### config.mk
export PLATFORM = sky130hd
export DESIGN_NAME = lpn_front
export DESIGN_NICKNAME = d
export VERILOG_FILES = /design/src/rtl/core/lpn_pkg.sv /design/src/rtl/core/lpn_front.sv
export SDC_FILE = /design/constraint.sdc
export NUM_CORES = 2
export LEC_CHECK = 0
export CORE_ASPECT_RATIO = 0.7
export CORE_MARGIN = 3
export CORE_UTILIZATION = 61
export CTS_BUF_LIST = sky130_fd_sc_hd__clkbuf_2
export DETAILED_ROUTE_END_ITERATION = 7
export DONT_BUFFER_PORTS = 1
export GPL_TIMING_DRIVEN = 0
export PLACE_DENSITY_LB_ADDON = 0.3
export SLEW_MARGIN = 20
export SYNTH_ARGS = -nofsm -noshare
export SYNTH_HDL_FRONTEND = slang
export SYNTH_SLANG_ARGS = --single-unit
### constraint.sdc
create_clock -name clk -period 8.05 [get_ports clk]
set_input_delay 0.805 -clock clk [delete_from_list [all_inputs] [get_ports clk]]
set_output_delay 0.805 -clock clk [all_outputs]
set_load 0.03 [all_outputs]
### src/rtl/core/lpn_pkg.sv
// shared types and constants for the normalised two-point line block
`default_nettype none
package lpn_pkg;

  localparam int COORD_W  = 16;
  localparam int DIFF_W   = COORD_W + 1;
  localparam int PROD_W   = 2 * COORD_W;
  localparam int SQ_W     = 34;               // a*a+b*b padded to an even width
  localparam int ROOT_W   = 48;               // floor(sqrt(S * 2^62))
  localparam int REM_W    = ROOT_W + 1;
  localparam int QUO_W    = 32;
  localparam int LANES    = 3;
  localparam int AB_SHIFT = 29;               // (30 + 31) - QUO_W
  localparam int C_SHIFT  = 15;               // (16 + 31) - QUO_W
  localparam int NORM_W   = 32;
  localparam int OFF_W    = 33;

  localparam logic [OFF_W-1:0]  OFF_ONE = OFF_W'(65536);
  localparam logic [QUO_W:0]    CAP_AB  = (QUO_W+1)'(32'h7FFF_FFFF);
  localparam logic [QUO_W:0]    CAP_C   = (QUO_W+1)'(32'hFFFF_FFFF);

  localparam int LANE_A = 0;
  localparam int LANE_B = 1;
  localparam int LANE_C = 2;

  typedef struct packed {
    logic ident;
    logic neg_a;
    logic neg_b;
    logic neg_c;
  } side_t;

  typedef struct packed {
    side_t               side;
    logic [DIFF_W-1:0]   am;
    logic [DIFF_W-1:0]   bm;
    logic [PROD_W-1:0]   cm;
  } pay_t;

endpackage
`default_nettype wire

### src/rtl/core/lpn_front.sv
// front end: differences, cross products, magnitudes and sum of squares
`default_nettype none
module lpn_front import lpn_pkg::*; (
  input  wire logic                clk,
  input  wire logic                rst_n,
  input  wire logic                en,
  input  wire logic                vld_i,
  input  wire logic [COORD_W-1:0]  x1_i,
  input  wire logic [COORD_W-1:0]  y1_i,
  input  wire logic [COORD_W-1:0]  x2_i,
  input  wire logic [COORD_W-1:0]  y2_i,
  output logic                     vld_o,
  output logic [SQ_W-1:0]          sum_o,
  output pay_t                     pay_o
);

  // stage 1
  logic                       s1_vld_r;
  logic signed [DIFF_W-1:0]   a_r, b_r;
  logic signed [PROD_W-1:0]   p1_r, p2_r;
  // stage 2
  logic                       s2_vld_r;
  logic [PROD_W-1:0]          sqa_r, sqb_r;
  pay_t                       s2_pay_r;
  // stage 3
  logic                       s3_vld_r;
  logic [SQ_W-1:0]            sum_r;
  pay_t                       s3_pay_r;

  logic signed [PROD_W:0]     diff;
  logic [DIFF_W-1:0]          am, bm;
  logic [2*DIFF_W-1:0]        sqa_full, sqb_full;
  pay_t                       pay_nxt;

  always_comb begin
    diff              = {p1_r[PROD_W-1], p1_r} - {p2_r[PROD_W-1], p2_r};
    am                = a_r[DIFF_W-1] ? DIFF_W'(-a_r) : DIFF_W'(a_r);
    bm                = b_r[DIFF_W-1] ? DIFF_W'(-b_r) : DIFF_W'(b_r);
    sqa_full          = am * am;
    sqb_full          = bm * bm;
    pay_nxt.side.ident = (a_r == '0) && (b_r == '0);
    pay_nxt.side.neg_a = a_r[DIFF_W-1];
    pay_nxt.side.neg_b = b_r[DIFF_W-1];
    pay_nxt.side.neg_c = diff[PROD_W];
    pay_nxt.am         = am;
    pay_nxt.bm         = bm;
    pay_nxt.cm         = diff[PROD_W] ? PROD_W'(-diff) : PROD_W'(diff);
  end

  always_ff @(posedge clk) begin
    if (!rst_n) begin
      s1_vld_r <= 1'b0;
      s2_vld_r <= 1'b0;
      s3_vld_r <= 1'b0;
    end else if (en) begin
      s1_vld_r <= vld_i;
      s2_vld_r <= s1_vld_r;
      s3_vld_r <= s2_vld_r;
    end
  end

  always_ff @(posedge clk) begin
    if (en) begin
      a_r      <= $signed({y1_i[COORD_W-1], y1_i}) - $signed({y2_i[COORD_W-1], y2_i});
      b_r      <= $signed({x2_i[COORD_W-1], x2_i}) - $signed({x1_i[COORD_W-1], x1_i});
      p1_r     <= $signed(x1_i) * $signed(y2_i);
      p2_r     <= $signed(x2_i) * $signed(y1_i);
      sqa_r    <= PROD_W'(sqa_full);
      sqb_r    <= PROD_W'(sqb_full);
      s2_pay_r <= pay_nxt;
      sum_r    <= SQ_W'(sqa_r) + SQ_W'(sqb_r);
      s3_pay_r <= s2_pay_r;
    end
  end

  assign vld_o = s3_vld_r;
  assign sum_o = sum_r;
  assign pay_o = s3_pay_r;

endmodule
`default_nettype wire

* After elaboration in Yosys (flattened, before gate mapping)
Cells that the tools add are included.
** Storage, ports and cells
- Word-level logic and storage cells :: 41
- Output and inout bits :: 105
- Register bits :: 339
** Cells by class
- Multipliers :: 4
- Add/sub/neg operators :: 7
- Reductions and logical operators :: 3
- Multiplexer cells :: 3
** Operators with widths (count)
- $mul 16x16->32 :: 2
- $mul 17x17->32 :: 2
- $logic_not 17->1 :: 2
- $mux 17 :: 2
- $neg 17->17 :: 2
- $sub 16x16->17 :: 2
- $add 32x32->33 :: 1
- $sub 32x32->33 :: 1
- $mux 32 :: 1
- $neg 32->32 :: 1
- $logic_and 1x1->1 :: 1

* Logic depth before layout (Yosys ltp)
- Depth in word-level cells :: 3
- Mapped depth :: 35
- Gate-level depth less buffers :: 33

* Worst setup path before layout
OpenSTA, ideal clock, no wires.
- Path type :: register to register
- Start point :: reg a_r[0]
- End point :: reg sqa_r[31] (data pin)
- Library setup time :: 0.260 ns
- Clock period less this slack :: 8.265 ns
- Buffers on the path :: 1
- Arrival time :: 8.005 ns
- Setup slack :: -0.215 ns
- Data required time :: 7.790 ns
- Stages on the path, launching flop included :: 32
- Cells stage by stage :: edfxtp_1 -> clkbuf_1 -> or3_1 -> or3b_2 -> or2_2 -> o31ai_1 -> xor2_1 -> clkinv_1 -> nand2_1 -> inv_1 -> fa_1 -> inv_1 -> fa_1 -> inv_1 -> fa_1 -> fa_1 -> fa_1 -> inv_1 -> fa_1 -> inv_1 -> ha_1 -> a21oi_1 -> o21bai_1 -> a21o_1 -> a21oi_1 -> nand3b_1 -> o211a_1 -> nor2b_1 -> o21ai_0 -> a21o_1 -> a21o_1 -> xnor2_1
** Between the ends
- Word-level cells in the longest chain between the ends :: 3
** Ends and longest elaborated chain
- from (decl) :: RTL line lpn_front.sv:19 : logic signed [DIFF_W-1:0] a_r, b_r;
- from (signal assigned) :: RTL line lpn_front.sv:64 : a_r <= $signed({y1_i[COORD_W-1], y1_i}) - $signed({y2_i[COORD_W-1], y2_i});
- $neg 17->17 :: RTL line lpn_front.sv:37 : am = a_r[DIFF_W-1] ? DIFF_W'(-a_r) : DIFF_W'(a_r);
- $mux 17 :: RTL line lpn_front.sv:37
- named net am[13] :: RTL line lpn_front.sv:31 : logic [DIFF_W-1:0] am, bm;
- $mul 17x17->32 :: RTL line lpn_front.sv:39 : sqa_full = am * am;
- named net sqa_full[31] :: RTL line lpn_front.sv:32 : logic [2*DIFF_W-1:0] sqa_full, sqb_full;
- to (signal assigned) :: RTL line lpn_front.sv:68 : sqa_r <= PROD_W'(sqa_full);
- to (decl) :: RTL line lpn_front.sv:23 : logic [PROD_W-1:0] sqa_r, sqb_r;
The timed path passes the listed nets, and every way through them passes these cells.
A chain may end at the register's enable or synchronous reset.

* Worst setup path after layout
- Start point :: reg a_r[0]
- End point :: reg sqa_r[30] (data pin)
Same word-level chain as after synthesis.

==> metrics.txt <==
Die ar.=about 86000 um2; area share of the largest cell type after synthesis=36.22%; ratio of cells with drive above 1 in the final layout=under 10%; largest stage delay on the critical path=roughly 0.53 ns; cells after synthesis=5053; worst reg-to-reg setup slack=-0.02 ns; Layout Cell Area excl Fill=54830 um2; growth of design area from synthesis to finish=9.129%; number of buffers inserted by port buffering=0; most congested layer reported by global routing=met1; Largest delay share family, worst path=adder cells; Worst-Skew Late Latency=between 1 and 1.5 ns; Remaining DRCs=0; met1 routing resource usage after global routing=46.32%; Routed Wire Length=between 100000 and 150000 um; area of placed instances=51710 um2; GR Overflow Total=0; antenna viol nets, final=0; Final HPWL DP=roughly 100000 um; die height=between 200 and 250 um; average footprint of a synthesized cell=9.944 um2; Longest Clk Path Bufs=3; main flop type after synthesis=edfxtp_1; met3 Resource Use GR=about 15%; count of vias placed by the detailed router=between 30000 and 40000; Core Area=around 81000 um2; first-pass GRT wire length=206300 um; largest driver fanout on the critical path=5; total of warnings raised by yosys=0; final period utilization=100.2%; HP Class=in -> reg; final setup slack of the worst path=-0.01967 ns; Area contributors post-synth=fa_1 (36%), edfxtp_1 (20%), ha_1 (11%); met2 routing resource usage after global routing=a little over two fifths; placer's final routability congestion estimate=roughly 1.0; via density per instance=about 5.6; Detailed Routing Iterations Pass 1=7; most frequent cell after synthesis=inv_1; cell at the slowest stage of the critical path=fa_1; number of pins exceeding their max-slew limit in the final report=0; maximum number of pins on one net before global-route repair=~340; kind of start point of the critical path=flip-flop; status=finished with violations; total routing usage reported by global routing=around a third; number of top-level pins=~170; buffer and inverter count on the worst path=7; clock period minus final worst setup slack=8.070 ns; worst path arrival time=roughly 9 ns; FP Rows=87; Worst Setup Path Type=reg -> reg; Clock transition at path regs=0.11 ns; leading post-synthesis cells by instance count=inv_1 (1229), fa_1 (909), nand2_1 (511); unrepaired setup endpoints after global routing=yes; effective utilization at floorplan=61.96%; async set or reset register ratio after synthesis=0%; violation count after the first detailed-routing iteration=around 3400; Post-Syn Area=about 50000 um2; failing checks=setup timing; TritonCTS Buffers=between 80 and 90; endpoints failing setup=2; H-Tree Level Count=3; Final Hold Vio Count=0; number of enable-type register cells in the synthesized netlist=about 330; CTS tree=done; worst-margin pin slew=1.104 ns; share of the yosys chip area belonging to registers=between 15 and 20%; Critical Path Sink Type=flip-flop; width of the chip=349.0 um; post-synth cell types=a little under 80; master cell of the clock root buffer=clkbuf_2; max-cap check violation count=0; final-stage net count=approximately 6700; initial antenna violation count=11; synthesis-stage register bit count=334; routed wire length per instance=a little over 20 um; sinks on the clock net=approximately 330; vias in the first global route=about 37000; cell taking the most area after synthesis=fa_1; Fmax=between 100 and 150 MHz; worst hold slack across all endpoints=0.08583 ns; setup clock skew after layout=between 0.1 and 0.15 ns; Required @ worst endpoint=8.95 ns; worst-case headroom to the max-slew limit=25.62%
what timing repair did:
action                                  in CTS  in global routing
buffers inserted                            48                 44
gates cloned                                 0                  1
hold buffers                                38                  0
endpoints found under the setup margin      38                 21
resized for setup                          155                112
pin swaps                                   42                 76
hold endpoints to repair                   367                  0
worst register-to-register path, delay by kind of cell, from the launching register on:
| family | cells | cell delay (ns) |
|---|---|---|
| AOI/OAI and AO/OA | 8 | 1.67 |
| buffers and inverters | 7 | 0.76 |
| xor gates and xnor gates | 2 | 0.42 |
| adders and majority gates | 7 | 3.20 |
| and+or+nand+nor | 5 | 1.34 |
| DFF | 1 | 0.44 |
logic make-up after synthesis:
logic type / after synthesis / synth area share [%]
flops: 334 / 19.90
fa+ha+maj: 1368 / 47.65
other cells: 2 / 0.01495
xor+xnor: 264 / 4.602
compound gates: 484 / 6.325
mux: 5 / 0.09961
buf+inv: 1358 / 10.15
simple gates: 1238 / 11.26
routing by layer:
metal / vias to the layer above / part of all wire [%]
met4: 6 / 2.2
met1: 17960 / 42
met3: 213 / 16
met5: - / 0.13
met2: 1879 / 40
li1: 16120 / -
sequential cells by signal, summed over array words and instances, names as in the netlist:
name and flops:
sqb_r 31, sum_o 33, p1_r 32, s1_vld_r 1, vld_o 1, s2_vld_r 1, a_r 17, p2_r 32
sqa_r 31, s2_pay_r 68, b_r 17, pay_o 70
stage by stage:
step           cells  TNS [ns]  util, %  setup slack, ns
3_5_place_dp    6142    -39.09    63.76           -2.002
3_3_place_gp    6142    -46.62    63.73           -2.082
6_report        6431  -0.02747    67.62         -0.01967
5_1_grt         6426   -0.7968    67.60          -0.1723
2_1_floorplan   5074         0        -          0.04707
4_1_cts         6378         0    66.59       0.00005151
layout by cell type (no fill, tap or decap), types with 57 or more instances in the layout:
master	n
fa_1	896
xnor2_1	181
nand2_1	493
and2_1	155
inv_1	1209
xor2_1	57
clkbuf_1	83
a21o_1	73
edfxtp_1	331
clkbuf_2	122
nor2_1	303
buf_4	87
o21ai_0	81
a21oi_1	113
ha_1	446
area by class of cell:
class / instances / area, um2
diodes: 8 / 20.02
plain buffers: 108 / 508.0
clock buffers: 113 / 565.5
clock inverters: 38 / 274.0
fillers: 6222 / 26260
inverters: 1248 / 4737
multi-input cells: 3382 / 36190
flip-flops and latches: 334 / 10000
well taps: 1068 / 1336
repair buffers: 131 / 1201
repair inverters: 1 / 6.256
path summary, 6_finish.rpt:
check,cells after the start,start,end
max reg2reg,29,a_r[0]$_DFFE_PP_,sqa_r[30]$_DFFE_PP_
min reg2reg,0,s2_pay_r[37]$_DFFE_PP_,pay_o[37]$_DFFE_PP_
max,29,a_r[0]$_DFFE_PP_,sqa_r[30]$_DFFE_PP_
min,1,en,sum_o[7]$_DFFE_PP_
Power is left out: the tool's default activity adds up to more than one toggle a clock period on the data nets, which glitch-free logic cannot reach.
