===== config.mk =====
export PLATFORM = sky130hd
export DESIGN_NAME = lpn_div_cell
export DESIGN_NICKNAME = d
export VERILOG_FILES = /design/src/rtl/core/lpn_pkg.sv /design/src/rtl/core/lpn_div_cell.sv
export SDC_FILE = /design/constraint.sdc
export NUM_CORES = 1
export LEC_CHECK = 0
export BUFFER_PORTS_ARGS = -buffer_cell sky130_fd_sc_hd__buf_2
export CAP_MARGIN = 25
export CORE_AREA = 2 2 227 229
export CTS_BUF_LIST = sky130_fd_sc_hd__clkbuf_4 sky130_fd_sc_hd__clkbuf_8
export DETAILED_ROUTE_END_ITERATION = 10
export DIE_AREA = 0 0 229 231
export MAX_ROUTING_LAYER = met4
export SLEW_MARGIN = 20
export SYNTH_ARGS = -nofsm -noshare
export SYNTH_HDL_FRONTEND = slang
export SYNTH_SLANG_ARGS = --single-unit

===== constraint.sdc =====
create_clock -name clk -period 4.65 [get_ports clk]
set_clock_uncertainty 0.2 [all_clocks]
set_input_delay 0.6975 -clock clk [delete_from_list [all_inputs] [get_ports clk]]
set_output_delay 0.6975 -clock clk [all_outputs]
set_load 0.02 [all_outputs]

===== src/rtl/core/lpn_pkg.sv =====
// shared types and constants for the normalised two-point line block
`default_nettype none
package lpn_pkg;

  localparam int COORD_W  = 16;
  localparam int DIFF_W   = COORD_W + 1;
  localparam int PROD_W   = 2 * COORD_W;
  localparam int SQ_W     = 34;               // a*a+b*b padded to an even width
  localparam int ROOT_W   = 48;               // floor(sqrt(S * 2^62))
  localparam int REM_W    = ROOT_W + 1;
  localparam int QUO_W    = 32;
  localparam int LANES    = 3;
  localparam int AB_SHIFT = 29;               // (30 + 31) - QUO_W
  localparam int C_SHIFT  = 15;               // (16 + 31) - QUO_W
  localparam int NORM_W   = 32;
  localparam int OFF_W    = 33;

  localparam logic [OFF_W-1:0]  OFF_ONE = OFF_W'(65536);
  localparam logic [QUO_W:0]    CAP_AB  = (QUO_W+1)'(32'h7FFF_FFFF);
  localparam logic [QUO_W:0]    CAP_C   = (QUO_W+1)'(32'hFFFF_FFFF);

  localparam int LANE_A = 0;
  localparam int LANE_B = 1;
  localparam int LANE_C = 2;

  typedef struct packed {
    logic ident;
    logic neg_a;
    logic neg_b;
    logic neg_c;
  } side_t;

  typedef struct packed {
    side_t               side;
    logic [DIFF_W-1:0]   am;
    logic [DIFF_W-1:0]   bm;
    logic [PROD_W-1:0]   cm;
  } pay_t;

endpackage
`default_nettype wire


===== src/rtl/core/lpn_div_cell.sv =====
// one cell of the divider chain: one quotient bit per beat for a, b and c
`default_nettype none
module lpn_div_cell import lpn_pkg::*; (
  input  wire logic                        clk,
  input  wire logic                        rst_n,
  input  wire logic                        en,
  input  wire logic                        vld_i,
  input  wire logic [LANES-1:0][ROOT_W-1:0] rem_i,
  input  wire logic [LANES-1:0][QUO_W-1:0]  q_i,
  input  wire logic [ROOT_W-1:0]            d_i,
  input  wire side_t                        side_i,
  output logic                              vld_o,
  output logic [LANES-1:0][ROOT_W-1:0]      rem_o,
  output logic [LANES-1:0][QUO_W-1:0]       q_o,
  output logic [ROOT_W-1:0]                 d_o,
  output side_t                             side_o
);

  logic [LANES-1:0][ROOT_W-1:0] rem_nxt;
  logic [LANES-1:0][QUO_W-1:0]  q_nxt;
  logic [ROOT_W:0]              rem2;
  logic                         ge;
  logic                         vld_r;
  logic [LANES-1:0][ROOT_W-1:0] rem_r;
  logic [LANES-1:0][QUO_W-1:0]  q_r;
  logic [ROOT_W-1:0]            d_r;
  side_t                        side_r;

  always_comb begin
    rem_nxt = '0;
    q_nxt   = '0;
    rem2    = '0;
    ge      = 1'b0;
    for (int l = 0; l < LANES; l++) begin
      rem2       = {rem_i[l], 1'b0};
      ge         = (rem2 >= {1'b0, d_i});
      rem_nxt[l] = ge ? ROOT_W'(rem2 - {1'b0, d_i}) : ROOT_W'(rem2);
      q_nxt[l]   = {q_i[l][QUO_W-2:0], ge};
    end
  end

  always_ff @(posedge clk) begin
    if (!rst_n) begin
      vld_r <= 1'b0;
    end else if (en) begin
      vld_r <= vld_i;
    end
  end

  always_ff @(posedge clk) begin
    if (en) begin
      rem_r  <= rem_nxt;
      q_r    <= q_nxt;
      d_r    <= d_i;
      side_r <= side_i;
    end
  end

  assign vld_o  = vld_r;
  assign rem_o  = rem_r;
  assign q_o    = q_r;
  assign d_o    = d_r;
  assign side_o = side_r;

endmodule
`default_nettype wire


; Yosys cells after proc, flatten, opt, wreduce, memory -nomap -nowiden
; Index checks and enable logic that the tools add are counted.
[word_totals]
in_bits = 296
output_inout_bits = 293
elab_cells = 24
register_bits = 293
[op_classes]
add_sub_neg = 3
mux = 3
magnitude_cmp = 3
[op_table]
columns = operator, count
row1 = 49-bit by 48-bit greater-or-equal comparator with 1-bit output, 3
row2 = 48-bit 2-to-1 mux, 3
row3 = 48-bit subtractor, 3

; Depth between registers and ports, before layout
; Gate-level depths: netlist of the first run.
[depth]
word_depth = 2
depth_mapped = 15
mapped_depth_nobuf = 12

; Worst setup path after synthesis of the first run
; Ideal clock, no wire load.
[synth_path]
kind = input port to flip-flop
startpoint = input port d_i[14]
endpoint = register rem_r (netlist bit rem_o[137]) (data pin)
setup_time_ns = 0.260
required_time_ns = 4.190
setup_slack_ns = 0.651
t_arrival_ns = 3.539
n_path_buf = 3
stages = 15
path_cell_list = inv_1 ha_1 clkbuf_1 a21oi_1 o21a_1 and3_1 nand3_1 a21bo_2 a221o_1 a21oi_2 o211ai_1 a31oi_2 buf_4 buf_4 mux2_2
[synth_lines]
columns = element, line_no
row1 = "start, declared", lpn_div_cell.sv:10  ; input wire logic [ROOT_W-1:0] d_i,
row2 = "end signal, assigned", lpn_div_cell.sv:52  ; rem_r <= rem_nxt;
row3 = "end, declared", lpn_div_cell.sv:24  ; logic [LANES-1:0][ROOT_W-1:0] rem_r;

==> flow_summary.ini, run 1 <==
[sta]
rsz0062_at_grt = false
finalHoldViolations = 0
tightest_slew_ns = 0.969
fin_crit_ns = 4.37
drv_slew = 0
max_freq_mhz = 229
setup_ws_ns = 0.275
slew_headroom = 0.354
fin_setup_tns_ns = 0
setup_viol = 0
fin_crit_sh = 0.941

[drt]
antenna_left = 0
drt_first_pass_iters = 5
drc = 0
drtIter0Drc = 904
vias_per_cell = 5.19
via_count = 16900
wl_per_cell_um = 21.0
wl_um = 68500

[synth]
synth.ff_latch_count = 293
async_flop_share = 0
synthDistinctLibCells = 66
synth_top_area_share = 0.470
synth-edff-count = 292
yosysSeqAreaShare = 0.471
postSynthAreaPerCell_um2 = 10.3
ys_warn_count = 0
netlist_top_cells_area = edfxtp_1 47%, ha_1 9.7%, a21oi_1 5.9%
synth-main-ff-cell = edfxtp_1
synth_nets = 2249
synth_area_um2 = 18600
synthCells = 1806
synth_top_area_cell = edfxtp_1

[flow_run]
maxCapViolCount = 0

[final_layout]
mostFrequentLayoutCells = 584 x buf_2, 292 x edfxtp_1, 220 x a21oi_1
fin_nets = 2959
layout_commonest_cell = buf_2
area_growth_pct = 32.3
fillCellCount = 4845
stdcell_count = 3255
drive_gt1_frac = 0.308
post-route-util = 0.487

[setup_path]
slowest_stage = dlygate4sd3_1
end_kind = flip-flop
worstReg2RegEnd = vld_o
cp.depth = 14
cp_slowest_stage_delay_ns = 0.53
arrival_ns = 4.56
critPathTopFamily = compound AO/OA/AOI/OAI gates
rr_startpoint = vld_o
cpMostUsedCell = nand3_1
crit_buf_inv = 4
crit_chain = dlygate4sd3_1 > buf_2 > inv_1 > ha_1 > nand3_1 > o21bai_1 > nand3_1 > a21bo_2 > a221o_1 > a21oi_2 > o211ai_1 > a31oi_4 > buf_12 > mux2_2
rrSetupSlack_ns = 3.87
crit_path_start_kind = input port
path_class = input port to flip-flop
r2r_cells = 2
required_ns = 4.84
cp_max_fo = 35

[power]
comb_power_share = 0.312
p_leak_nw = 11.0
power_switching_w = 0.00290
powerDensity_nw_per_um2 = 352
sw_frac_of_total = 0.335
seqPwrFrac = 0.392
power_frac_clock = 0.296
irDropWorstVdd_uv = 195
p_int_w = 0.00577

[floorplanning]
rows = 83
core_area_um2 = 50700
start_util = 0.368
die_w_um = 229
die_h_um = 231
top_level_ports = 589
die_area_um2 = 52900

[clock_network]
cts_tree = yes
clock_path_buffers = 3
cts_setup_buffers = 0
h-tree-depth = 2
numClockSinks = 293
cts_resized = 0
clock_latency_ns = 0.63
numCtsBuffers = 53
cts-root-buf = clkbuf_8
cts_hold_buf = 92
clkTransAtPathRegs_ns = 0.06

[worst_hold_path]
holdPathStages = 1
hold_class = input port to flip-flop
min_from = q_i[53]
holdPathEnd = q_o[54]

[global_routing]
grtUsageTotal = 0.256
grt_max_degree = 103
grt_overflow_total = 0
grt_first_pass_wirelength_um = 99400
antenna_found_initial = 22
grt_pass1_vias = 16900

[placed_design]
dp_slack_ns = 0.130
portBuffers = 585
dp_hpwl_um = 54900
gp_congestion = 0.918
dp.cells = 3048

[outcome]
outcome = complete, no violations
-- cell families after synthesis --
group	count (synthesis)	share of synthesized area
flops	293	0.471
simple gates	462	0.114
compound gates	548	0.182
mux	62	0.0370
fa+ha+maj	147	0.0998
xor+xnor	130	0.0611
buf+inv	164	0.0344
-- registers in the layout, indices dropped and copies added (netlist names) --
register,count
rem_o,144
q_o,96
d_o,48
side_o,4
vld_o,1
-- synth_stat cells (all sizes together), types with 28 or more instances --
library cell	number
edfxtp	292
a21oi	221
nor2	155
ha	144
nand2	134
a21o	94
inv	94
o21ai	90
xnor2	73
xor2	57
mux2	56
clkbuf	53
nand4	38
nand3	36
o21bai	28
-- stage by stage --
stage,power [W],hold slack [ns],instance area [µm²]
2_1_floorplan,0.00509,0.389,18600
6_report,0.00868,0.0339,24700
4_1_cts,0.00874,0.00119,24600
5_1_grt,0.00910,0.00351,24700
3_5_place_dp,0.00607,0.298,22600
3_3_place_gp,0.00607,0.292,22600
-- routing by layer --
layer | track usage | share of wire
met1 | 0.299 | 0.41
met5 | - | 0
met4 | 0.113 | 0.041
met2 | 0.420 | 0.48
met3 | 0.0603 | 0.068
-- how the worst max path moves through the flow --
stage | slack (ns) | to | startpoint
floorplan | 0.65 | rem_o[137] | d_i[14]
global placement | 0.18 | rem_o[137] | d_i[6]
detailed placement | 0.13 | rem_o[137] | d_i[6]
CTS | 0.36 | rem_o[132] | d_i[10]
global route | 0.22 | rem_o[45] | d_i[10]
finish | 0.28 | rem_o[106] | d_i[10]
-- final cells by class --
class | count | area, µm² | area share
Clock buffer | 69 | 850 | 0.0344
Antenna cell | 19 | 47.5 | 0.00193
Multi-Input combinational cell | 1349 | 9240 | 0.374
Timing Repair Buffer | 725 | 4300 | 0.174
Sequential cell | 293 | 8790 | 0.356
Inverter | 94 | 353 | 0.0143
Tap cell | 680 | 851 | 0.0345
Clock inverter | 26 | 245 | 0.00994
-- power groups by stage --
stage / Clock, W / Sequential, W / Combinational [W]
5_1_grt: 0.00275 / 0.00343 / 0.00292
6_report: 0.00257 / 0.00340 / 0.00270
3_3_place_gp: 0 / 0.00345 / 0.00262
2_1_floorplan: 0 / 0.00386 / 0.00123
4_1_cts: 0.00263 / 0.00340 / 0.00270
3_5_place_dp: 0 / 0.00345 / 0.00262
No activity file was read; power rests on OpenSTA's default activity.
==> inputs of run 2 (changes only) <==
--- a/config.mk
+++ b/config.mk
@@ -5,12 +5,12 @@
 export SDC_FILE = /design/constraint.sdc
 export NUM_CORES = 1
 export LEC_CHECK = 0
-export BUFFER_PORTS_ARGS = -buffer_cell sky130_fd_sc_hd__buf_2
-export CAP_MARGIN = 25
+export CAP_MARGIN = 10
 export CORE_AREA = 2 2 227 229
 export CTS_BUF_LIST = sky130_fd_sc_hd__clkbuf_4 sky130_fd_sc_hd__clkbuf_8
 export DETAILED_ROUTE_END_ITERATION = 10
 export DIE_AREA = 0 0 229 231
+export DONT_BUFFER_PORTS = 1
 export MAX_ROUTING_LAYER = met4
 export SLEW_MARGIN = 20
 export SYNTH_ARGS = -nofsm -noshare
==> run 2 against run 1 <==
  * Setup slack better by 0.53 ns
  * Non-clock buffer count fell by 535
  * Global-route usage decreased by 0.60 points
  * Final area decreased by 11%
  * Die area stayed put
  * Largest cell class unchanged
==> flow_summary.ini, run 2 (same netlist as run 1, synthesis figures left out) <==
[clock_network]
numCtsBuffers = 51
cts_resized = 0
clkTransAtPathRegs_ns = 0.06
clock_path_buffers = 3
h-tree-depth = 2
clock_latency_ns = 0.62
numClockSinks = 293
cts-root-buf = clkbuf_8
cts_tree = yes

[floorplanning]
die_h_um = 231
core_area_um2 = 50700
top_level_ports = 589
die_area_um2 = 52900
rows = 83
start_util = 0.368
die_w_um = 229

[setup_path]
slowest_stage = a221o_1
path_class = input port to flip-flop
arrival_ns = 4.01
end_kind = flip-flop
cp_slowest_stage_delay_ns = 0.44
crit_chain = inv_1 > ha_1 > a21oi_1 > o21a_1 > and3_1 > nand3_1 > a21bo_2 > a221o_1 > a21oi_2 > o211ai_1 > a31oi_4 > buf_12 > mux2_2
crit_path_start_kind = input port
required_ns = 4.82
cp_max_fo = 49
r2r_cells = 3

[sta]
finalHoldViolations = 0
tightest_slew_ns = 0.804
max_freq_mhz = 260
fin_setup_tns_ns = 0
drv_slew = 0
rsz0062_at_grt = false
fin_crit_ns = 3.85
slew_headroom = 0.464
fin_crit_sh = 0.828
setup_viol = 0

[flow_run]
maxCapViolCount = 0

[global_routing]
met1_usage = 0.296
grt_first_pass_wirelength_um = 95900
grt_overflow_total = 0
use_met2 = 0.427
antenna_found_initial = 1
grt_max_degree = 211
met3_usage = 0.0534
grt_pass1_vias = 15000
top_usage_layer = met2
grtUsageTotal = 0.250

[placed_design]
dp_hpwl_um = 51900
portBuffers = 0
gp_congestion = 0.940
dp.cells = 2451
placed_area_um2 = 19500

[worst_hold_path]
holdPathStages = 2
hold_class = input port to flip-flop

[drt]
drtIter0Drc = 987
drt_first_pass_iters = 5
vias_per_cell = 5.59
wl_per_cell_um = 24.8
antenna_left = 0
drc = 0
wl_um = 67100
via_count = 15100

[power]
finalPower_w = 0.00803
powerDensity_nw_per_um2 = 364
p_leak_nw = 8.81
irDropWorstVdd_uv = 226

[final_layout]
drive_gt1_frac = 0.0946
stdcell_count = 2699
area_growth_pct = 18.4
fin_nets = 2422
layout_commonest_cell = edfxtp_1
finalInstanceArea_um2 = 22100
largest_reg_flops = 144
mostFrequentLayoutCells = 292 x edfxtp_1, 220 x a21oi_1, 155 x nor2_1

[outcome]
outcome = complete, no violations
-- run 2: cell types whose count changed in the layout (fill, tap and decap cells not counted), moves of 2 or more --
cell           change
buf_2            -584
dlygate4sd3_1     +61
bufinv_16          -3
clkinv_2          +10
clkinv_1           -2
buf_4              -9
buf_12             -3
diode_2           -18
clkbuf_4           -9
-- run 2: metrics by stage --
| step | worst slack, ns | util | hold slack (ns) |
|---|---|---|---|
| floorplan | 0.651 | - | 0.389 |
| global placement | 0.236 | 0.385 | 0.409 |
| detailed placement | 0.225 | 0.385 | 0.418 |
| CTS | 0.913 | 0.436 | 0.00170 |
| global route | 0.694 | 0.436 | 0.00995 |
| finish | 0.802 | 0.436 | 0.0549 |
-- run 2: critical path, delay by kind of cell --
| kind | cells | cell delay [ns] |
|---|---|---|
| and+or+nand+nor | 2 | 0.28 |
| adders and majority gates | 1 | 0.35 |
| muxes | 1 | 0.39 |
| AOI/OAI and AO/OA | 7 | 1.76 |
| buffers and inverters | 2 | 0.47 |
-- run 2: where the power goes --
group          switching [W]  total [W]  internal [W]
registers           0.000585    0.00393       0.00334
clock network        0.00114    0.00231       0.00117
logic                0.00101    0.00179      0.000782
total                0.00274    0.00803       0.00529
-- run 2: cell type report --
| class | count | area, µm² |
|---|---|---|
| fill | 4773 | 28600 |
| antenna | 1 | 2.50 |
| multi-input combinational | 1349 | 9240 |
| timing repair buffer | 190 | 1870 |
| clock buffer | 59 | 768 |
| tap | 680 | 851 |
| inverter | 94 | 353 |
| sequential | 293 | 8790 |
| clock inverter | 33 | 209 |
-- run 2: timing repair --
action                                 CTS  global route
setup buffers                            0             0
hold buffers                           155             0
endpoints found under the hold margin  234             0
-- run 2: routing by layer --
metal / vias up / wire length (µm) / share of wire
li1: 7068 / - / -
met1: 7331 / 27800 / 0.41
met2: 609 / 33100 / 0.49
met3: 81 / 4270 / 0.064
met4: 0 / 1870 / 0.028
met5: - / 0 / 0
-- run 2: final timing paths --
path | startpoint | endpoint | slack [ns]
min reg2reg | vld_o | vld_o | 1.03
min | rem_i[16] | rem_o[17] | 0.05
max | d_i[16] | rem_o[122] | 0.80
max reg2reg | vld_o | vld_o | 3.14
