**src/rtl/core/lpn_pkg.sv**
```systemverilog
// shared types and constants for the normalised two-point line block
`default_nettype none
package lpn_pkg;

  localparam int COORD_W  = 16;
  localparam int DIFF_W   = COORD_W + 1;
  localparam int PROD_W   = 2 * COORD_W;
  localparam int SQ_W     = 34;               // a*a+b*b padded to an even width
  localparam int ROOT_W   = 48;               // floor(sqrt(S * 2^62))
  localparam int REM_W    = ROOT_W + 1;
  localparam int QUO_W    = 32;
  localparam int LANES    = 3;
  localparam int AB_SHIFT = 29;               // (30 + 31) - QUO_W
  localparam int C_SHIFT  = 15;               // (16 + 31) - QUO_W
  localparam int NORM_W   = 32;
  localparam int OFF_W    = 33;

  localparam logic [OFF_W-1:0]  OFF_ONE = OFF_W'(65536);
  localparam logic [QUO_W:0]    CAP_AB  = (QUO_W+1)'(32'h7FFF_FFFF);
  localparam logic [QUO_W:0]    CAP_C   = (QUO_W+1)'(32'hFFFF_FFFF);

  localparam int LANE_A = 0;
  localparam int LANE_B = 1;
  localparam int LANE_C = 2;

  typedef struct packed {
    logic ident;
    logic neg_a;
    logic neg_b;
    logic neg_c;
  } side_t;

  typedef struct packed {
    side_t               side;
    logic [DIFF_W-1:0]   am;
    logic [DIFF_W-1:0]   bm;
    logic [PROD_W-1:0]   cm;
  } pay_t;

endpackage
`default_nettype wire

```
**src/rtl/core/lpn_sqrt_cell.sv**
```systemverilog
// one cell of the square root chain: settles one root bit per beat
`default_nettype none
module lpn_sqrt_cell import lpn_pkg::*; (
  input  wire logic              clk,
  input  wire logic              rst_n,
  input  wire logic              en,
  input  wire logic              vld_i,
  input  wire logic [REM_W-1:0]  rem_i,
  input  wire logic [ROOT_W-1:0] root_i,
  input  wire logic [SQ_W-1:0]   rad_i,
  input  wire pay_t              pay_i,
  output logic                   vld_o,
  output logic [REM_W-1:0]       rem_o,
  output logic [ROOT_W-1:0]      root_o,
  output logic [SQ_W-1:0]        rad_o,
  output pay_t                   pay_o
);

  logic [REM_W+1:0]  rem2;
  logic [REM_W+1:0]  trial;
  logic              ge;
  logic [REM_W-1:0]  rem_nxt;
  logic [ROOT_W-1:0] root_nxt;
  logic [SQ_W-1:0]   rad_nxt;
  logic              vld_r;
  logic [REM_W-1:0]  rem_r;
  logic [ROOT_W-1:0] root_r;
  logic [SQ_W-1:0]   rad_r;
  pay_t              pay_r;

  always_comb begin
    rem2     = {rem_i, rad_i[SQ_W-1 -: 2]};
    trial    = {1'b0, root_i, 2'b01};
    ge       = (rem2 >= trial);
    rem_nxt  = ge ? REM_W'(rem2 - trial) : REM_W'(rem2);
    root_nxt = {root_i[ROOT_W-2:0], ge};
    rad_nxt  = {rad_i[SQ_W-3:0], 2'b00};
  end

  always_ff @(posedge clk) begin
    if (!rst_n) begin
      vld_r <= 1'b0;
    end else if (en) begin
      vld_r <= vld_i;
    end
  end

  always_ff @(posedge clk) begin
    if (en) begin
      rem_r  <= rem_nxt;
      root_r <= root_nxt;
      rad_r  <= rad_nxt;
      pay_r  <= pay_i;
    end
  end

  assign vld_o  = vld_r;
  assign rem_o  = rem_r;
  assign root_o = root_r;
  assign rad_o  = rad_r;
  assign pay_o  = pay_r;

endmodule
`default_nettype wire

```
**config.mk**
```make
export PLATFORM = sky130hd
export DESIGN_NAME = lpn_sqrt_cell
export DESIGN_NICKNAME = d
export VERILOG_FILES = /design/src/rtl/core/lpn_pkg.sv /design/src/rtl/core/lpn_sqrt_cell.sv
export SDC_FILE = /design/constraint.sdc
export NUM_CORES = 1
export LEC_CHECK = 0
export BUFFER_PORTS_ARGS = -buffer_cell sky130_fd_sc_hd__buf_2
export CAP_MARGIN = 20
export CELL_PAD_IN_SITES_DETAIL_PLACEMENT = 0
export CELL_PAD_IN_SITES_GLOBAL_PLACEMENT = 1
export CORE_ASPECT_RATIO = 0.75
export CORE_MARGIN = 2
export CORE_UTILIZATION = 30
export CTS_CLUSTER_SIZE = 24
export DETAILED_ROUTE_END_ITERATION = 8
export PLACE_DENSITY = 0.68
export SLEW_MARGIN = 40
export SYNTH_ARGS = -nofsm -noshare
export SYNTH_HDL_FRONTEND = slang
export SYNTH_SLANG_ARGS = --single-unit
```
**constraint.sdc**
```tcl
create_clock -name clk -period 3.7 [get_ports clk]
set_input_delay 0.925 -clock clk [delete_from_list [all_inputs] [get_ports clk]]
set_output_delay 0.925 -clock clk [all_outputs]
set_load 0.02 [all_outputs]
```
# Yosys cells after proc, flatten, opt, wreduce, memory -nomap -nowiden
# Cells that the tools add are included.
[classes] n_addsub=1 multipliers=0 div=0 magnitude_cmp=1 eq_ne=0 shifts=0 mux=1 bitwise=0 n_reduce_logical=0
[op_table] cell="51-bit by 50-bit >= comparator with 1-bit output" n=1
[op_table] cell="49-bit 2-to-1 mux" n=1
[op_table] cell="49-bit subtractor" n=1
[word_totals] reg_bits=200 latchBits=0 ramBits=0 rom_bits=0 inputBits=205 out_inout_bits=202 wordCells=14 mem_count=0

# Longest topological paths before layout
# Gate-level depths: netlist (run 1).
[depth] ltp_word=2 ltp_mapped=15 mapped_depth_nobuf=12

# Worst setup path before layout (run 1)
# No wires, ideal clock.
[synth_timing] kind="input to register" from="in root_i[22]" to="reg rem_r[42] (netlist: rem_o[42]) (data pin)" setup_time_ns=0.264 arrival_ns=3.200 required_time_ns=3.436 setup_slack_ns=0.237 path_stages=15 path_buffers=3 cell_sequence="inv_1 -> ha_1 -> clkbuf_1 -> a21o_1 -> a21o_1 -> a221oi_1 -> o221ai_1 -> nor2_2 -> o21ai_1 -> a31oi_2 -> buf_8 -> inv_4 -> buf_4 -> nor2_1 -> nor3_2"
[synth_between] elab_chain_len=2 word_cells_on_any_way=3 classes_between="add/sub: 1; order compare: 1; mux: 1"
[synth_rtl] element="from (decl)" line="lpn_sqrt_cell.sv:9" text="input wire logic [ROOT_W-1:0] root_i,"
[synth_rtl] element="51-bit by 50-bit >= comparator with 1-bit output" line="lpn_sqrt_cell.sv:34" text="ge = (rem2 >= trial);"
[synth_rtl] element="via ge" line="lpn_sqrt_cell.sv:21" text="logic ge;"
[synth_rtl] element="49-bit 2-to-1 mux" line="lpn_sqrt_cell.sv:35" text="rem_nxt = ge ? REM_W'(rem2 - trial) : REM_W'(rem2);"
[synth_rtl] element="via rem_nxt[42]" line="lpn_sqrt_cell.sv:22" text="logic [REM_W-1:0] rem_nxt;"
[synth_rtl] element="to (signal assigned)" line="lpn_sqrt_cell.sv:50" text="rem_r <= rem_nxt;"
[synth_rtl] element="to (decl)" line="lpn_sqrt_cell.sv:26" text="logic [REM_W-1:0] rem_r;"
# The timed path passes the listed nets, and every way through them passes these cells.
# A chain may end at the register's enable or synchronous reset.

# Final worst setup path (run 1)
[layout_timing] from="in rem_i[0]" to="reg rem_r[18] (netlist: rem_o[18]) (data pin)"
[layout_between] elab_chain_len=2 word_cells_on_any_way=3 classes_between="add/sub: 1; order compare: 1; mux: 1"
[layout_rtl] element="from (decl)" line="lpn_sqrt_cell.sv:8" text="input wire logic [REM_W-1:0] rem_i,"
[layout_rtl] element="49-bit subtractor / 51-bit by 50-bit >= comparator with 1-bit output (equally long branches)" line="lpn_sqrt_cell.sv:35, lpn_sqrt_cell.sv:34"
[layout_rtl] element="49-bit 2-to-1 mux *" line="lpn_sqrt_cell.sv:35"
[layout_rtl] element="via rem_nxt[18]" line="lpn_sqrt_cell.sv:22"
# The timed path passes the listed nets; every way through them passes the cells marked *.

==> results.ini, run 1 <==
[setup_path]
cp_slowest_cell=o311a_1
timing.critical_path.cells=buf_2 > ha_1 > o2111a_1 > buf_4 > o311a_1 > o31ai_4 > a211oi_1 > nor2_2 > o21ai_1 > a31oi_4 > buf_12 > buf_12 > o21ai_0
critical_path_data_arrival_time_ps=3690
most_frequent_cell_on_critical_path=buf_12
cp_slowest_stage_delay_ps=430
cp-start-kind=input port
worstSetupPathType=in -> reg
cp-end-kind=flip-flop
r2r_setup_slack_ps=3110
combined_buffer_and_inverter_count_along_the_critical_path=4
worst-endpoint-required_ps=3890
cpLargestDelayFamily=compound AO/OA/AOI/OAI gates
cp_max_fo=23

[grt]
number_of_global_route_vias_before_repair=7729
grt_use_met3_pct=4.411
first_pass_grt_wire_length_mm=44.39
groute.usage.overall_pct=17.35
grt-busiest-layer=met2
met2_usage_pct=29.84
grt_antenna_before_repair=3
grt_overflow_total=0
grt_start_max_net_pins=77
grt_util_met1_pct=21.97

[sta]
maxSlewHeadroom_pct=54.11
post-route-period-util_pct=94.61
totalNegativeSetupSlack_ps=0
maxClockFrequency_ghz=0.2857
setup_viol=0
final-hold-violation-count=0
final.setup_skew_ps=0
layout_min_cycle_time_ps=3500
finalMaxSlewViolations=0
max_slew.worst_pin.slew_ps=688.4
rsz_0062_raised_after_global_routing=false

[floorplan]
area_enclosed_by_the_die_boundary_mm2=0.03346
initial_utilization_pct=30.58
cell_row_count=56
die_w_um=210.6
placeableCoreArea_mm2=0.03139
pin_count=407
fp.dieH_um=158.9

[synthesis]
synth_top_family_by_area=compound AO/OA/AOI/OAI gates
postSynthAreaPerCell_um2=12.62
yosys.area_share.adder_pct=6.516
synth_cell_type_count=71
synthSimpleGateAreaFrac_pct=8.628
synth-edff-count=199
synthMuxAreaShare_pct=0.3258
complex_gate_fraction_of_the_synthesized_area_pct=13.88
yosysWarningCount=0
postSynth.asyncResetShare_pct=0
synth_xor_xnor_area_share_pct=3.649
postSynth.topFlopCell=edfxtp_1
synth-seq-area-share_pct=62.45
syn-cell-area_mm2=0.009600
synth.ff_latch_count=200
synthCells=761

[run]
maxCapViolCount=0

[route]
route.antenna.remaining_nets=0
firstDrtPassIters=4
route.detailed.drc=0
detailedRoute.firstIterationViolations=476
finalWirelength_mm=29.39
vias_per_cell=4.586
via_count=7782
post_drt_wl_per_cell_um=17.32

[place]
routabilityCongestion=0.8349
portBuffers=404
hpwl_mm=23.57

[cells_and_area]
layout_commonest_cell=buf_2
layout-drive-gt1-share_pct=44.38
final_net_count=1531
area_growth_syn_to_layout_pct=41.04
leading_cell_types_in_the_layout_fill_and_taps_excluded=403 x buf_2, 199 x edfxtp_1, 110 x buf_4

[clock_network]
ctsResizeCount=0
worst_setup_hold_path_clk_slew_ps=80
insertion_delay_ps=450
tritoncts=built
cts_root_buffer=clkbuf_16
longest_clk_path_bufs=2
h_tree_lvls=4
cts_made_buffers=17
hold_buffers=0
post_cts.repair.setup_buffers=0
cts_num_sinks=200

[pwr]
power.density_cell_area_mw_per_mm2=458.3
power_leakage_nw=6.126
power_mw=6.205
worst_ir_drop_vdd_mv=0.2726

[hold_path]
timing.hold.worst.class=reg -> reg

[outcome]
status=finished, final reports clean

==> stage by stage <==
step,hold slack [ps],instance area (um2),setup WS [ps],utilization [%],instances
2_1_floorplan,589.3,9604,236.5,-,762
3_3_place_gp,491.0,12910,-379.4,41.14,1663
3_5_place_dp,504.1,12910,-409.0,41.14,1663
4_1_cts,526.5,13520,71.76,43.08,1695
5_1_grt,551.7,13540,2.001,43.12,1695
6_report,523.2,13540,199.6,43.14,1697
==> cell usage after synthesis, types with 2 or more instances <==
master / count / share of area (%)
xor2_1: 14 / 1.3
clkbuf_1: 8 / 0.31
inv_1: 68 / 2.7
a221oi_1: 2 / 0.18
nor3_1: 13 / 0.68
nor4_1: 3 / 0.20
a41oi_1: 2 / 0.18
buf_2: 8 / 0.42
o21a_1: 5 / 0.39
or2_2: 2 / 0.13
a211oi_1: 7 / 0.55
nand2_1: 72 / 2.8
a311oi_1: 2 / 0.18
o31ai_1: 6 / 0.47
o31a_1: 2 / 0.18
a221o_1: 2 / 0.21
and2_2: 2 / 0.16
o221ai_1: 3 / 0.27
clkbuf_8: 3 / 0.43
a21oi_1: 51 / 2.7
xnor2_1: 26 / 2.4
o21ai_0: 59 / 3.1
o21bai_1: 10 / 0.78
edfxtp_1: 199 / 62
a21o_1: 27 / 2.1
ha_1: 50 / 6.5
a31oi_1: 5 / 0.33
and4_1: 5 / 0.46
nor2_1: 20 / 0.78
buf_4: 3 / 0.23
a211oi_2: 2 / 0.26
mux2i_1: 2 / 0.21
o2111a_1: 2 / 0.23
buf_6: 2 / 0.23
nand4_1: 14 / 0.91
o21ai_1: 5 / 0.26
and3_1: 4 / 0.26
nor2b_1: 4 / 0.26
nand2b_1: 8 / 0.52
nand3_1: 8 / 0.42
==> worst reg2reg max path, cell delays in order, from the launching register on <==
cell and delay, ps:
dfxtp_1 320, mux2i_1 120, nor2b_1 60
==> kinds of logic (layout without fill, tap and decap cells) <==
| logic type | after synthesis | in the layout |
|---|---|---|
| compound gates | 206 | 206 |
| flops | 200 | 200 |
| simple gates | 167 | 167 |
| buf+inv | 94 | 621 |
| fa+ha+maj | 50 | 50 |
| xor+xnor | 40 | 40 |
| mux | 3 | 3 |
| other cells | 1 | 4 |
==> registers in the layout, indices dropped and copies added, names as in the netlist <==
register and count:
rad_o 32, pay_o 70, rem_o 49, root_o 48
vld_o 1
==> worst paths after layout <==
| kind | from | end | cells after the start |
|---|---|---|---|
| worst max-delay path | rem_i[0] | rem_o[18]$_DFFE_PP_ | 13 |
| worst min-delay path | vld_o$_SDFFE_PN0P_ | vld_o$_SDFFE_PN0P_ | 2 |
| worst max register to register | vld_o$_SDFFE_PN0P_ | vld_o$_SDFFE_PN0P_ | 2 |
| worst min register to register | vld_o$_SDFFE_PN0P_ | vld_o$_SDFFE_PN0P_ | 2 |
==> cell type report <==
cell class	count	area (um2)
Clock inverter	14	180.2
Sequential cell	200	5996
Antenna cell	2	5.005
Fill cell	3077	17850
Inverter	69	261.5
Timing Repair Buffer	520	2968
Clock buffer	18	429.2
Multi-Input combinational cell	468	3193
Tap cell	406	508.0
==> where the power goes <==
| group | internal [mW] | switching (mW) | leakage [nW] | total, mW |
|---|---|---|---|---|
| clock | 0.922 | 0.988 | 0.293 | 1.91 |
| sequential | 2.76 | 0.0538 | 1.96 | 2.81 |
| combinational | 0.599 | 0.887 | 3.88 | 1.49 |
==> layer usage <==
| metal | part of all wire (%) | vias up |
|---|---|---|
| li1 | - | 3865 |
| met4 | 0.94 | 2 |
| met3 | 6.0 | 22 |
| met2 | 49 | 238 |
| met5 | 0.054 | - |
| met1 | 44 | 3655 |
(Power assumes the default switching activity.)
==> inputs of run 2 (changes only) <==
- CTS_CLUSTER_DIAMETER: not set -> 80
- RECOVER_POWER: not set -> 50
==> results.ini, run 2 (same netlist as run 1, synthesis figures left out) <==
[floorplan]
die_w_um=210.6  ; unchanged
initial_utilization_pct=30.58  ; unchanged
fp.dieH_um=158.9  ; unchanged
placeableCoreArea_mm2=0.03139  ; unchanged
area_enclosed_by_the_die_boundary_mm2=0.03346  ; unchanged
cell_row_count=56  ; unchanged
pin_count=407  ; unchanged

[grt]
first_pass_grt_wire_length_mm=44.39  ; unchanged
grt_start_max_net_pins=77  ; unchanged
groute.usage.overall_pct=17.35  ; unchanged
grt_overflow_total=0  ; unchanged
grt_antenna_before_repair=3  ; unchanged
number_of_global_route_vias_before_repair=7729  ; unchanged

[route]
finalWirelength_mm=29.49  ; +0.36%
detailedRoute.firstIterationViolations=412  ; -13%
via_count=7792  ; +0.13%
firstDrtPassIters=4  ; unchanged
route.antenna.remaining_nets=0  ; unchanged
route.detailed.drc=0  ; unchanged
vias_per_cell=4.592  ; +0.13%
post_drt_wl_per_cell_um=17.38  ; +0.36%

[hold_path]
timing.hold.worst.class=reg -> reg
worstHoldPathCells=2  ; unchanged
hold_path_start=vld_o$_SDFFE_PN0P_
worst_hold_path.endpoint=vld_o$_SDFFE_PN0P_

[place]
hpwl_mm=23.57  ; unchanged
routabilityCongestion=0.8349  ; unchanged
postPlaceCellArea_mm2=0.01291  ; unchanged
post_place_worst_slack_ps=-409.0  ; unchanged
portBuffers=404  ; unchanged

[cells_and_area]
largest_register_ff_count=70  ; unchanged
final_net_count=1531  ; unchanged
finalCoreUtilization_pct=42.85  ; -0.29 points
area_growth_syn_to_layout_pct=40.09
leading_cell_types_in_the_layout_fill_and_taps_excluded=373 x buf_2, 199 x edfxtp_1, 106 x buf_4
layout_commonest_cell=buf_2
layout-drive-gt1-share_pct=41.74  ; -2.6 points
post-route-cell-area_mm2=0.01345  ; -0.68%

[pwr]
power_mw=6.198  ; -0.12%
worst_ir_drop_vdd_mv=0.2737  ; +0.40%
power_leakage_nw=6.016  ; -1.8%
power.density_cell_area_mw_per_mm2=460.8  ; +0.56%

[sta]
setup_viol=0  ; unchanged
max_slew.worst_pin.slew_ps=2092  ; +1404 ps
layout_min_cycle_time_ps=3512  ; +11.43 ps
maxSlewHeadroom_pct=-39.48  ; -94 points
final-hold-violation-count=0  ; unchanged
rsz_0062_raised_after_global_routing=false
finalMaxSlewViolations=77  ; +77
final.setup_skew_ps=0  ; unchanged
worst_slack_ps=188.2  ; -11.43 ps
post-route-period-util_pct=94.91  ; +0.31 points
maxClockFrequency_ghz=0.2848  ; -0.33%

[setup_path]
worstSetupPathType=in -> reg
reg2reg_to=vld_o$_SDFFE_PN0P_
cp-start-kind=input port
worst-endpoint-required_ps=3900  ; about the same
cp_slowest_cell=o311a_1
timing.critical_path.cells=buf_2 > ha_1 > o2111a_1 > buf_4 > o311a_1 > o31ai_4 > a211oi_1 > nor2_2 > o21ai_1 > a31oi_4 > buf_12 > buf_12 > o21ai_0
cp_max_fo=23  ; unchanged
cpLargestDelayFamily=compound AO/OA/AOI/OAI gates
r2r-start=vld_o$_SDFFE_PN0P_
combined_buffer_and_inverter_count_along_the_critical_path=4  ; unchanged
cp-end-kind=flip-flop
cp_slowest_stage_delay_ps=430  ; about the same
most_frequent_cell_on_critical_path=buf_12
r2r_setup_slack_ps=3100  ; about the same
r2r.worst_path.cells=2  ; unchanged
critical_path_data_arrival_time_ps=3710  ; +20 ps

[clock_network]
cts_root_buffer=clkbuf_16
h_tree_lvls=4  ; unchanged
tritoncts=built
hold_buffers=0  ; unchanged
cts_num_sinks=200  ; unchanged
cts_made_buffers=17  ; unchanged
longest_clk_path_bufs=2  ; unchanged
worst_setup_hold_path_clk_slew_ps=80  ; about the same
insertion_delay_ps=450  ; about the same

[outcome]
failed_checks=capacitance limit, slew limit
status=complete, but fails checks

[run]
maxCapViolCount=1  ; +1

-- run 2: changes by cell type in the layout (fill, tap and decap cells not counted), sizes merged --
cell / change
buf: -36
clkbuf: +36
-- run 2: repair_timing --
action                                 CTS  global route
endpoints found under the hold margin    0             0
gates resized for setup                  0             2
setup endpoints to repair                0            31
buffers inserted                         0             0
-- run 2: how the worst max path moves through the flow --
stage / to / slack [ps] / cells after the start / startpoint
3_5_place_dp: rem_o[24]$_DFFE_PP_ / -410 / 13 / root_i[0]
6_report: rem_o[8]$_DFFE_PP_ / 190 / 13 / rem_i[0]
5_1_grt: rem_o[46]$_DFFE_PP_ / 2 / 14 / root_i[15]
3_3_place_gp: rem_o[26]$_DFFE_PP_ / -380 / 12 / rem_i[0]
2_1_floorplan: rem_o[42]$_DFFE_PP_ / 240 / 15 / root_i[22]
4_1_cts: rem_o[24]$_DFFE_PP_ / 70 / 12 / rem_i[0]
-- run 2: through the flow --
| stage | TNS [ps] | std cells | hold slack [ps] |
|---|---|---|---|
| CTS | 0 | 1695 | 526.5 |
| finish | 0 | 1697 | 522.9 |
| global placement | -14790 | 1663 | 491.0 |
| detailed placement | -15940 | 1663 | 504.1 |
| floorplan | 0 | 762 | 589.3 |
| global route | 0 | 1695 | 552.8 |
-- run 2: worst min-delay path, cell delays in order (launching register included) --
cell	delay [ps]
dfxtp_1	330
mux2i_1	60
nor2b_1	90
-- run 2: cell type report --
class,instances,area [um2]
fill,3085,17940
inverter,69,261.5
antenna,2,5.005
clock buffer,18,429.2
tap,406,508.0
sequential,200,5996
clock inverter,14,180.2
multi-input combinational,468,3193
timing repair buffer,520,2877
-- run 2: metal layers --
metal  up-vias  part of all wire (%)  GRT usage [%]
met3        21                   5.9          4.411
met5         -                 0.054              0
met1      3676                    44          21.97
met4         2                  0.87          3.809
met2       223                    49          29.84
li1       3870                     -              -
-- run 2: report_power, final --
group / switching, mW / internal [mW] / leakage (nW) / total (mW)
registers: 0.0541 / 2.76 / 1.96 / 2.81
logic: 0.887 / 0.589 / 3.77 / 1.48
clock network: 0.987 / 0.922 / 0.293 / 1.91
total: 1.93 / 4.27 / 6.02 / 6.20
